$ cat src/hw/rtl/bsm_pkg.sv
// shared widths, types and constants for the bounding sphere merge block
`default_nettype none
package bsm_pkg;
	localparam int unsigned COORD_W  = 32;
	localparam int unsigned RAD_W    = 31;
	localparam int unsigned MAG_W    = 33;
	localparam int unsigned OPND_W   = 34;
	localparam int unsigned PROD_W   = 68;
	localparam int unsigned REM_W    = 37;
	localparam int unsigned STEPS    = 34;
	localparam int unsigned CNT_W    = 6;

	typedef struct packed {
		logic                load;
		logic                sqrt_mode;
		logic                step;
		logic [PROD_W-1:0]   src;
		logic [REM_W-1:0]    rem;
		logic [OPND_W-1:0]   den;
	} iter_ctl_t;
endpackage
`default_nettype wire

$ cat src/hw/rtl/bsm_if.sv
// valid/ready channels for sphere input beats and bound output beats
`default_nettype none
interface bsm_in_if;
	import bsm_pkg::*;
	logic                      valid;
	logic                      ready;
	logic                      first;
	logic signed [COORD_W-1:0] sphere_x;
	logic signed [COORD_W-1:0] sphere_y;
	logic signed [COORD_W-1:0] sphere_z;
	logic [RAD_W-1:0]          sphere_r;
	modport source (output valid, first, sphere_x, sphere_y, sphere_z, sphere_r, input ready);
	modport sink (input valid, first, sphere_x, sphere_y, sphere_z, sphere_r, output ready);
endinterface

interface bsm_out_if;
	import bsm_pkg::*;
	logic                      valid;
	logic                      ready;
	logic signed [COORD_W-1:0] bound_x;
	logic signed [COORD_W-1:0] bound_y;
	logic signed [COORD_W-1:0] bound_z;
	logic [RAD_W-1:0]          bound_radius;
	modport source (output valid, bound_x, bound_y, bound_z, bound_radius, input ready);
	modport sink (input valid, bound_x, bound_y, bound_z, bound_radius, output ready);
endinterface
`default_nettype wire

$ cat src/hw/rtl/bsm_iter_unit.sv
// shared restoring digit unit: square root two bits a step, division one bit a step
`default_nettype none
module bsm_iter_unit
	import bsm_pkg::*;
(
	input  wire logic              clk,
	input  wire logic              arst_n,
	input  wire iter_ctl_t         ctl,
	output logic [OPND_W-1:0]      acc
);
	logic [PROD_W-1:0] src_q;
	logic [REM_W-1:0]  rem_q;
	logic [OPND_W-1:0] acc_q;
	logic [REM_W-1:0]  shifted;
	logic [REM_W:0]    trial;
	logic [REM_W:0]    diff;
	logic              ge;

	always_comb begin
		if (ctl.sqrt_mode) begin
			shifted = {rem_q[REM_W-3:0], src_q[PROD_W-1 -: 2]};
			trial   = {{(REM_W-OPND_W-1){1'b0}}, acc_q, 2'b01};
		end else begin
			shifted = {rem_q[REM_W-2:0], src_q[PROD_W-1]};
			trial   = {{(REM_W-OPND_W+1){1'b0}}, ctl.den};
		end
		diff = {1'b0, shifted} - trial;
		ge   = !diff[REM_W];
	end

	always_ff @(posedge clk or negedge arst_n) begin
		if (!arst_n) begin
			acc_q <= '0;
		end else if (ctl.load) begin
			acc_q <= '0;
		end else if (ctl.step) begin
			acc_q <= {acc_q[OPND_W-2:0], ge};
		end
	end

	always_ff @(posedge clk) begin
		if (ctl.load) begin
			src_q <= ctl.src;
			rem_q <= ctl.rem;
		end else if (ctl.step) begin
			src_q <= ctl.sqrt_mode ? {src_q[PROD_W-3:0], 2'b00} : {src_q[PROD_W-2:0], 1'b0};
			rem_q <= ge ? diff[REM_W-1:0] : shifted;
		end
	end

	assign acc = acc_q;
endmodule
`default_nettype wire

$ cat src/hw/rtl/bounding_sphere_merge.sv
// top level of the running bounding sphere merge
// One sphere beat is taken when the block is idle, and its bound is worked out
// in this order: the squared distance, 34 steps of the shared digit unit for
// the root, and per axis one multiply, one load and 34 division steps on the
// same unit; a first-flagged beat skips the root and the divisions, and a beat
// that leaves the center in place skips the divisions. The output register
// holds the bound until it is taken; the next beat may be taken meanwhile, but
// its bound waits until the register is free.
`default_nettype none
module bounding_sphere_merge
	import bsm_pkg::*;
(
	input  wire logic  clk,
	input  wire logic  arst_n,
	bsm_in_if.sink     sphere_in,
	bsm_out_if.source  bound_out
);
	typedef enum logic [3:0] {IDLE, SQ, ROOT, DECIDE, MUL, DLOAD, DIV, APPLY, DONE} state_t;

	state_t                    state_q;
	logic [1:0]                ax_q;
	logic [CNT_W-1:0]          cnt_q;
	logic                      first_q;
	logic signed [COORD_W-1:0] cx_q, cy_q, cz_q;
	logic [RAD_W-1:0]          r_q;
	logic signed [COORD_W-1:0] kx_q, ky_q, kz_q;
	logic [RAD_W-1:0]          kr_q;
	logic [COORD_W-1:0]        nc_q [3];
	logic [PROD_W-1:0]         prod_q, sum_q;
	logic [OPND_W-1:0]         n_q, den_q;
	logic [RAD_W-1:0]          rad_q;
	logic                      ovalid_q;
	logic [COORD_W-1:0]        ox_q, oy_q, oz_q;
	logic [RAD_W-1:0]          or_q;

	logic [MAG_W-1:0]          dx, dy, dz, sel_d, sel_mag;
	logic [OPND_W-1:0]         mul_b, acc;
	logic [PROD_W-1:0]         prod, sum_next;
	logic [COORD_W-1:0]        sel_k, new_c;
	logic [OPND_W:0]           lr, lrr;
	logic [OPND_W:0]           lsum;
	iter_ctl_t                 ctl;

	assign dx = {kx_q[COORD_W-1], kx_q} - {cx_q[COORD_W-1], cx_q};
	assign dy = {ky_q[COORD_W-1], ky_q} - {cy_q[COORD_W-1], cy_q};
	assign dz = {kz_q[COORD_W-1], kz_q} - {cz_q[COORD_W-1], cz_q};

	always_comb begin
		case (ax_q)
			2'd0:    begin sel_d = dx; sel_k = kx_q; end
			2'd1:    begin sel_d = dy; sel_k = ky_q; end
			default: begin sel_d = dz; sel_k = kz_q; end
		endcase
		sel_mag  = sel_d[MAG_W-1] ? (~sel_d + 1'b1) : sel_d;
		mul_b    = (state_q == SQ) ? {1'b0, sel_mag} : n_q;
		prod     = PROD_W'({1'b0, sel_mag}) * PROD_W'(mul_b);
		sum_next = sum_q + prod_q;
		new_c    = sel_d[MAG_W-1] ? (sel_k + acc[COORD_W-1:0]) : (sel_k - acc[COORD_W-1:0]);
		lr       = {1'b0, acc} + (OPND_W+1)'(r_q);
		lrr      = {1'b0, acc} + (OPND_W+1)'(kr_q);
		lsum     = lr + (OPND_W+1)'(kr_q);
	end

	always_comb begin
		ctl           = '0;
		ctl.den       = den_q;
		ctl.sqrt_mode = (state_q == SQ) || (state_q == ROOT);
		if (state_q == SQ && ax_q == 2'd3) begin
			ctl.load = 1'b1;
			ctl.src  = sum_next;
		end
		if (state_q == DLOAD) begin
			ctl.load = 1'b1;
			ctl.src  = {prod_q[OPND_W-1:0], {(PROD_W-OPND_W){1'b0}}};
			ctl.rem  = REM_W'(prod_q[PROD_W-1:OPND_W]);
		end
		ctl.step = (state_q == ROOT) || (state_q == DIV);
	end

	bsm_iter_unit u_iter (
		.clk    (clk),
		.arst_n (arst_n),
		.ctl    (ctl),
		.acc    (acc)
	);

	always_ff @(posedge clk or negedge arst_n) begin
		if (!arst_n) begin
			state_q  <= IDLE;
			ax_q     <= '0;
			cnt_q    <= '0;
			ovalid_q <= 1'b0;
			kx_q     <= '0;
			ky_q     <= '0;
			kz_q     <= '0;
			kr_q     <= '0;
		end else begin
			if (state_q == DONE && (!ovalid_q || bound_out.ready)) begin
				ovalid_q <= 1'b1;
			end else if (bound_out.ready) begin
				ovalid_q <= 1'b0;
			end
			case (state_q)
				IDLE: begin
					if (sphere_in.valid) begin
						state_q <= SQ;
						ax_q    <= '0;
					end
				end
				SQ: begin
					if (first_q) begin
						kx_q    <= cx_q;
						ky_q    <= cy_q;
						kz_q    <= cz_q;
						kr_q    <= r_q;
						state_q <= DONE;
					end else begin
						ax_q <= ax_q + 2'd1;
						if (ax_q == 2'd3) begin
							state_q <= ROOT;
							cnt_q   <= '0;
						end
					end
				end
				ROOT: begin
					cnt_q <= cnt_q + 1'b1;
					if (cnt_q == CNT_W'(STEPS-1)) state_q <= DECIDE;
				end
				DECIDE: begin
					ax_q <= '0;
					if (acc != '0 && lr > (OPND_W+1)'(kr_q)
							&& (OPND_W+1)'(r_q) > lrr) begin
						kx_q    <= cx_q;
						ky_q    <= cy_q;
						kz_q    <= cz_q;
						kr_q    <= r_q;
						state_q <= DONE;
					end else if (acc == '0) begin
						if (r_q > kr_q) kr_q <= r_q;
						state_q <= DONE;
					end else if (lr > (OPND_W+1)'(kr_q)) begin
						state_q <= MUL;
					end else begin
						state_q <= DONE;
					end
				end
				MUL: state_q <= DLOAD;
				DLOAD: begin
					state_q <= DIV;
					cnt_q   <= '0;
				end
				DIV: begin
					cnt_q <= cnt_q + 1'b1;
					if (cnt_q == CNT_W'(STEPS-1)) state_q <= APPLY;
				end
				APPLY: begin
					ax_q <= ax_q + 2'd1;
					if (ax_q == 2'd2) begin
						kx_q    <= nc_q[0];
						ky_q    <= nc_q[1];
						kz_q    <= new_c;
						kr_q    <= rad_q;
						state_q <= DONE;
					end else begin
						state_q <= MUL;
					end
				end
				DONE: begin
					if (!ovalid_q || bound_out.ready) state_q <= IDLE;
				end
				default: state_q <= IDLE;
			endcase
		end
	end

	always_ff @(posedge clk) begin
		if (state_q == IDLE && sphere_in.valid) begin
			first_q <= sphere_in.first;
			cx_q    <= sphere_in.sphere_x;
			cy_q    <= sphere_in.sphere_y;
			cz_q    <= sphere_in.sphere_z;
			r_q     <= sphere_in.sphere_r;
			sum_q   <= '0;
		end
		if (state_q == SQ) begin
			prod_q <= prod;
			if (ax_q != 2'd0) sum_q <= sum_next;
		end
		if (state_q == DECIDE) begin
			n_q   <= OPND_W'(lr - (OPND_W+1)'(kr_q));
			den_q <= {acc[OPND_W-2:0], 1'b0};
			rad_q <= (lsum[OPND_W:1] > (OPND_W)'({RAD_W{1'b1}})) ? {RAD_W{1'b1}}
				: lsum[RAD_W:1];
		end
		if (state_q == MUL) prod_q <= prod;
		if (state_q == APPLY) nc_q[ax_q] <= new_c;
		if (state_q == DONE && (!ovalid_q || bound_out.ready)) begin
			ox_q <= kx_q;
			oy_q <= ky_q;
			oz_q <= kz_q;
			or_q <= kr_q;
		end
	end

	assign sphere_in.ready        = (state_q == IDLE);
	assign bound_out.valid        = ovalid_q;
	assign bound_out.bound_x      = ox_q;
	assign bound_out.bound_y      = oy_q;
	assign bound_out.bound_z      = oz_q;
	assign bound_out.bound_radius = or_q;

`ifndef SYNTHESIS
	a_busy_after_beat: assert property (@(posedge clk) disable iff (!arst_n)
		sphere_in.valid && sphere_in.ready |=> !sphere_in.ready)
		else $error("accepted a beat while busy");
	a_step_count: assert property (@(posedge clk) disable iff (!arst_n)
		cnt_q <= CNT_W'(STEPS))
		else $error("digit step count overran");
	a_result_from_work: assert property (@(posedge clk) disable iff (!arst_n)
		$rose(bound_out.valid) |-> !$past(sphere_in.ready))
		else $error("result without work");
`endif
endmodule
`default_nettype wire
$ cat src/flat_wrapper.sv
// flat-port wrapper written by rule: the top's interface ports become plain ports
module bounding_sphere_merge_flat import bsm_pkg::*;
  (clk, arst_n, sphere_in_valid, sphere_in_first, sphere_in_sphere_x, sphere_in_sphere_y, sphere_in_sphere_z, sphere_in_sphere_r, sphere_in_ready, bound_out_valid, bound_out_bound_x, bound_out_bound_y, bound_out_bound_z, bound_out_bound_radius, bound_out_ready);
  bsm_in_if sphere_in_i ();
  bsm_out_if bound_out_i ();
  input  wire logic clk;
  input  wire logic arst_n;
  input wire logic [$bits(sphere_in_i.valid)-1:0] sphere_in_valid;
  input wire logic [$bits(sphere_in_i.first)-1:0] sphere_in_first;
  input wire logic [$bits(sphere_in_i.sphere_x)-1:0] sphere_in_sphere_x;
  input wire logic [$bits(sphere_in_i.sphere_y)-1:0] sphere_in_sphere_y;
  input wire logic [$bits(sphere_in_i.sphere_z)-1:0] sphere_in_sphere_z;
  input wire logic [$bits(sphere_in_i.sphere_r)-1:0] sphere_in_sphere_r;
  output wire logic [$bits(sphere_in_i.ready)-1:0] sphere_in_ready;
  output wire logic [$bits(bound_out_i.valid)-1:0] bound_out_valid;
  output wire logic [$bits(bound_out_i.bound_x)-1:0] bound_out_bound_x;
  output wire logic [$bits(bound_out_i.bound_y)-1:0] bound_out_bound_y;
  output wire logic [$bits(bound_out_i.bound_z)-1:0] bound_out_bound_z;
  output wire logic [$bits(bound_out_i.bound_radius)-1:0] bound_out_bound_radius;
  input wire logic [$bits(bound_out_i.ready)-1:0] bound_out_ready;
  assign sphere_in_i.valid = sphere_in_valid;
  assign sphere_in_i.first = sphere_in_first;
  assign sphere_in_i.sphere_x = sphere_in_sphere_x;
  assign sphere_in_i.sphere_y = sphere_in_sphere_y;
  assign sphere_in_i.sphere_z = sphere_in_sphere_z;
  assign sphere_in_i.sphere_r = sphere_in_sphere_r;
  assign sphere_in_ready = sphere_in_i.ready;
  assign bound_out_valid = bound_out_i.valid;
  assign bound_out_bound_x = bound_out_i.bound_x;
  assign bound_out_bound_y = bound_out_i.bound_y;
  assign bound_out_bound_z = bound_out_i.bound_z;
  assign bound_out_bound_radius = bound_out_i.bound_radius;
  assign bound_out_i.ready = bound_out_ready;
  bounding_sphere_merge u_core (.clk(clk), .arst_n(arst_n), .sphere_in(sphere_in_i), .bound_out(bound_out_i));
endmodule
$ cat config.mk
export PLATFORM = sky130hd
export DESIGN_NAME = bounding_sphere_merge_flat
export DESIGN_NICKNAME = d
export VERILOG_FILES = /design/src/hw/rtl/bsm_pkg.sv /design/src/hw/rtl/bsm_if.sv /design/src/hw/rtl/bsm_iter_unit.sv /design/src/hw/rtl/bounding_sphere_merge.sv /design/src/flat_wrapper.sv
export SDC_FILE = /design/constraint.sdc
export NUM_CORES = 2
export LEC_CHECK = 0
export ABC_AREA = 1
export BUFFER_PORTS_ARGS = -buffer_cell sky130_fd_sc_hd__buf_2
export CAP_MARGIN = 20
export CORE_ASPECT_RATIO = 1.25
export CORE_UTILIZATION = 43
export CTS_CLUSTER_SIZE = 14
export DETAILED_ROUTE_END_ITERATION = 10
export SYNTH_ARGS = -nofsm -noshare
export SYNTH_HDL_FRONTEND = slang
export SYNTH_SLANG_ARGS = --single-unit
$ cat constraint.sdc
create_clock -name clk -period 14.09 [get_ports clk]
set_input_delay 0 -clock clk [delete_from_list [all_inputs] [get_ports clk]]
set_output_delay 0 -clock clk [all_outputs]
set_load 0.005 [all_outputs]
==> impl_metrics.csv <==
group,metric,value,unit
run_status,status,"complete, no violations",
logic_synthesis,synth-xor-area-share,3.00,%
drt,via_count,84571,
global_route,grt_usage,35.1,%
timing,fin_worst_skew,0.0514,ns
global_route,overflow,0,
drt,dr.pass1.iters,8,
worst_setup_path,slowest_stage,"ha_1",
die,chipWidth,422,um
die,dieHeight,527,um
worst_setup_path,cp-end-kind,"flip-flop",
clock_network,numCtsBuffers,92,
die,dieArea,0.222,mm2
timing,drv_slew,0,
logic_synthesis,synth_top_area_share,21.1,%
timing,fmax,76.1,MHz
worst_setup_path,cp.required,14.59,ns
timing,slew_headroom,18.5,%
logic_synthesis,yosysTopAreaCell,"fa_1",
finish,postLayoutCoreUtil,47.8,%
drt,finalWirelength,393000,um
drt,drc,0,
worst_setup_path,criticalPathCategory,"flip-flop to flip-flop",
finish,layout-drive-gt1-share,6.71,%
clock_network,ctsRootBufferMaster,"clkbuf_16",
drt,drt.antenna.violating_nets,0,
worst_setup_path,worst_r2r_path_depth,44,
timing,rsz0062_at_grt,"no",
logic_synthesis,syn_inst,11978,
logic_synthesis,synth_edf_count,588,
clock_network,cts_max_path_buffers,3,
logic_synthesis,ys_types,82,
timing,totalNegativeSetupSlack,0,ns
min_path,worstHoldPathCells,2,
logic_synthesis,ys_top_cells_by_count,"2809 x nand2_1, 2171 x inv_1, 1056 x nor2_1",
clock_network,cts.sinks,830,
timing,finalSetupViolCount,0,
logic_synthesis,synth-seq-cells,830,
timing,worst_pin_slew,1.21,ns
global_route,antenna_found_initial,15,
logic_synthesis,synth_async_sr_flop_share,21.0,%
worst_setup_path,rrSetupSlack,0.96,ns
logic_synthesis,syn_nets,13800,
logic_synthesis,synth.avg_cell_area,7.92,um2
clock_network,insertion_delay,0.78,ns
finish,regArea,0.0234,mm2
die,num_rows,192,
die,initial_core_util,43.3,%
logic_synthesis,yosys_warnings,0,
finish,num-fill-cells,21930,
logic_synthesis,synth_fa_ha_area_share,30.2,%
clock_network,tritoncts,"built",
worst_setup_path,critPathMaxFanout,52,
timing,hold_viol_final,0,
drt,wl_per_cell,25.7,um
logic_synthesis,synthSimpleGateAreaFrac,21.4,%
finish,final_net_count,14137,
clock_network,h-tree-depth,3,
finish,multi_input_area,0.0613,mm2
global_route,grt_max_degree,98,
global_route,grt_pass1_wl,573000,um
timing,post-route-period-util,93.2,%
logic_synthesis,synth_top_family_by_area,"adder cells",
worst_setup_path,critPathLaunchType,"flip-flop",
logic_synthesis,ys.flop_type,"edfxtp_1",
drt,drt_iter0_markers,7554,
worst_setup_path,critPathMaxStageDelay,0.85,ns
run,cap_violations,0,
logic_synthesis,yosysMostFrequentCell,"nand2_1",
worst_setup_path,cp.arrival,13.63,ns
finish,area_growth,10.4,%
worst_setup_path,cp_common_cell,"nand2_1",
clock_network,clk_pin_slew_worst_paths,0.06,ns
place,port_buffers,260,
logic_synthesis,yosysSeqAreaShare,24.6,%
place,dp_hpwl,319000,um
logic_synthesis,synth_mux_area_share,0.201,%
logic_synthesis,ys_top_cells_by_area,"fa_1 21%, edfxtp_1 19%, nand2_1 11%",
die,num_io_pins,261,
timing,fin_crit,13.13,ns
place,gp_congestion,1.02,
min_path,hold_class,"input pin to flip-flop",
global_route,first_global_vias,86406,
die,core,0.219,mm2
logic_synthesis,synth-compound-area-share,9.62,%
logic_synthesis,synth_area,0.0948,mm2
drt,vias_per_cell,5.52,
clock_network,cts-resized-gates,0,
==> placed cells by master, fill, tap and decap left out, drive strengths merged, types with 23 or more instances in the layout <==
master / n
nor4: 23
dfxtp: 68
edfxtp: 588
o21a: 32
o211ai: 52
nand4: 104
fa: 999
nor2: 1114
o22ai: 69
nand3b: 28
xnor2: 96
a21oi: 591
xor2: 226
a21o: 40
clkinv: 29
buf: 384
dlygate4sd3: 245
o21ai: 615
clkbuf: 122
nand3: 596
inv: 2242
nor3: 83
o21bai: 27
dfrtp: 174
ha: 691
a31oi: 93
or2: 55
nand2: 2852
==> critical path, delay by kind of cell (launching register included) <==
family	cells	cell delay, ns
fa+ha+maj	11	5.51
simple gates	21	3.86
buf+inv	9	2.09
compound gates	2	0.81
flops	1	0.37
xor+xnor	1	0.19
==> cells by family after synthesis <==
group / after synthesis
compound gates: 1615
xor+xnor: 322
fa+ha+maj: 1690
buf+inv: 2626
flops: 830
mux: 19
simple gates: 4876
==> worst paths after layout <==
path | start | end
max | u_core.ky_q[0]$_DFFE_PN0P_ | u_core.prod_q[65]$_DFFE_PP_
min | sphere_in_sphere_y[13] | u_core.cy_q[13]$_DFFE_PP_
max reg2reg | u_core.ky_q[0]$_DFFE_PN0P_ | u_core.prod_q[65]$_DFFE_PP_
min reg2reg | u_core.sum_q[57]$_DFF_P_ | u_core.sum_q[57]$_DFF_P_
max in group asynchronous | arst_n | u_core.kr_q[21]$_DFFE_PN0P_
min in group asynchronous | arst_n | u_core.kr_q[26]$_DFFE_PN0P_
==> metrics by stage <==
step,worst slack [ns],hold slack (ns),area (um2),instances
floorplan,4.43,-0.296,94800,11978
global placement,1.36,0.176,98900,14878
detailed placement,1.30,0.178,98900,14882
CTS,1.30,0.000601,105000,15300
global route,0.446,0.0333,105000,15303
finish,0.958,0.0315,105000,15313
==> layer usage <==
layer / global-route usage [%] / wire, um / vias to the layer above
met5: 0 / 111 / -
met4: 25.4 / 34100 / 14
met3: 5.28 / 25700 / 1087
met2: 59.1 / 186000 / 3612
met1: 40.7 / 147000 / 41282
li1: - / - / 38576
==> flip-flops by register name, summed over array words and instances, names as in the netlist, 33 cells and up <==
name / count
u_core.nc_q: 64
u_core.prod_q: 67
u_core.sum_q: 68
u_core.n_q: 34
u_core.den_q: 33
u_core.u_iter.rem_q: 36
u_core.u_iter.src_q: 68
u_core.u_iter.acc: 34
==> final cells by class <==
| cell class | count | share of cell area, % |
|---|---|---|
| sequential | 830 | 22.3 |
| inverter | 2238 | 8.03 |
| multi-input combinational | 8522 | 58.5 |
| antenna | 10 | 0.0239 |
| tap | 2910 | 3.48 |
| clock buffer | 120 | 2.39 |
| clock inverter | 52 | 0.710 |
| timing repair buffer | 631 | 4.54 |
==> repair_timing <==
action                    4_1_cts  5_1_grt
hold buffers                  246        0
setup buffers                   0        0
hold endpoints to repair      222        0
Power is left out: the tool's default activity adds up to more than one toggle a clock period on the data nets, which glitch-free logic cannot reach.
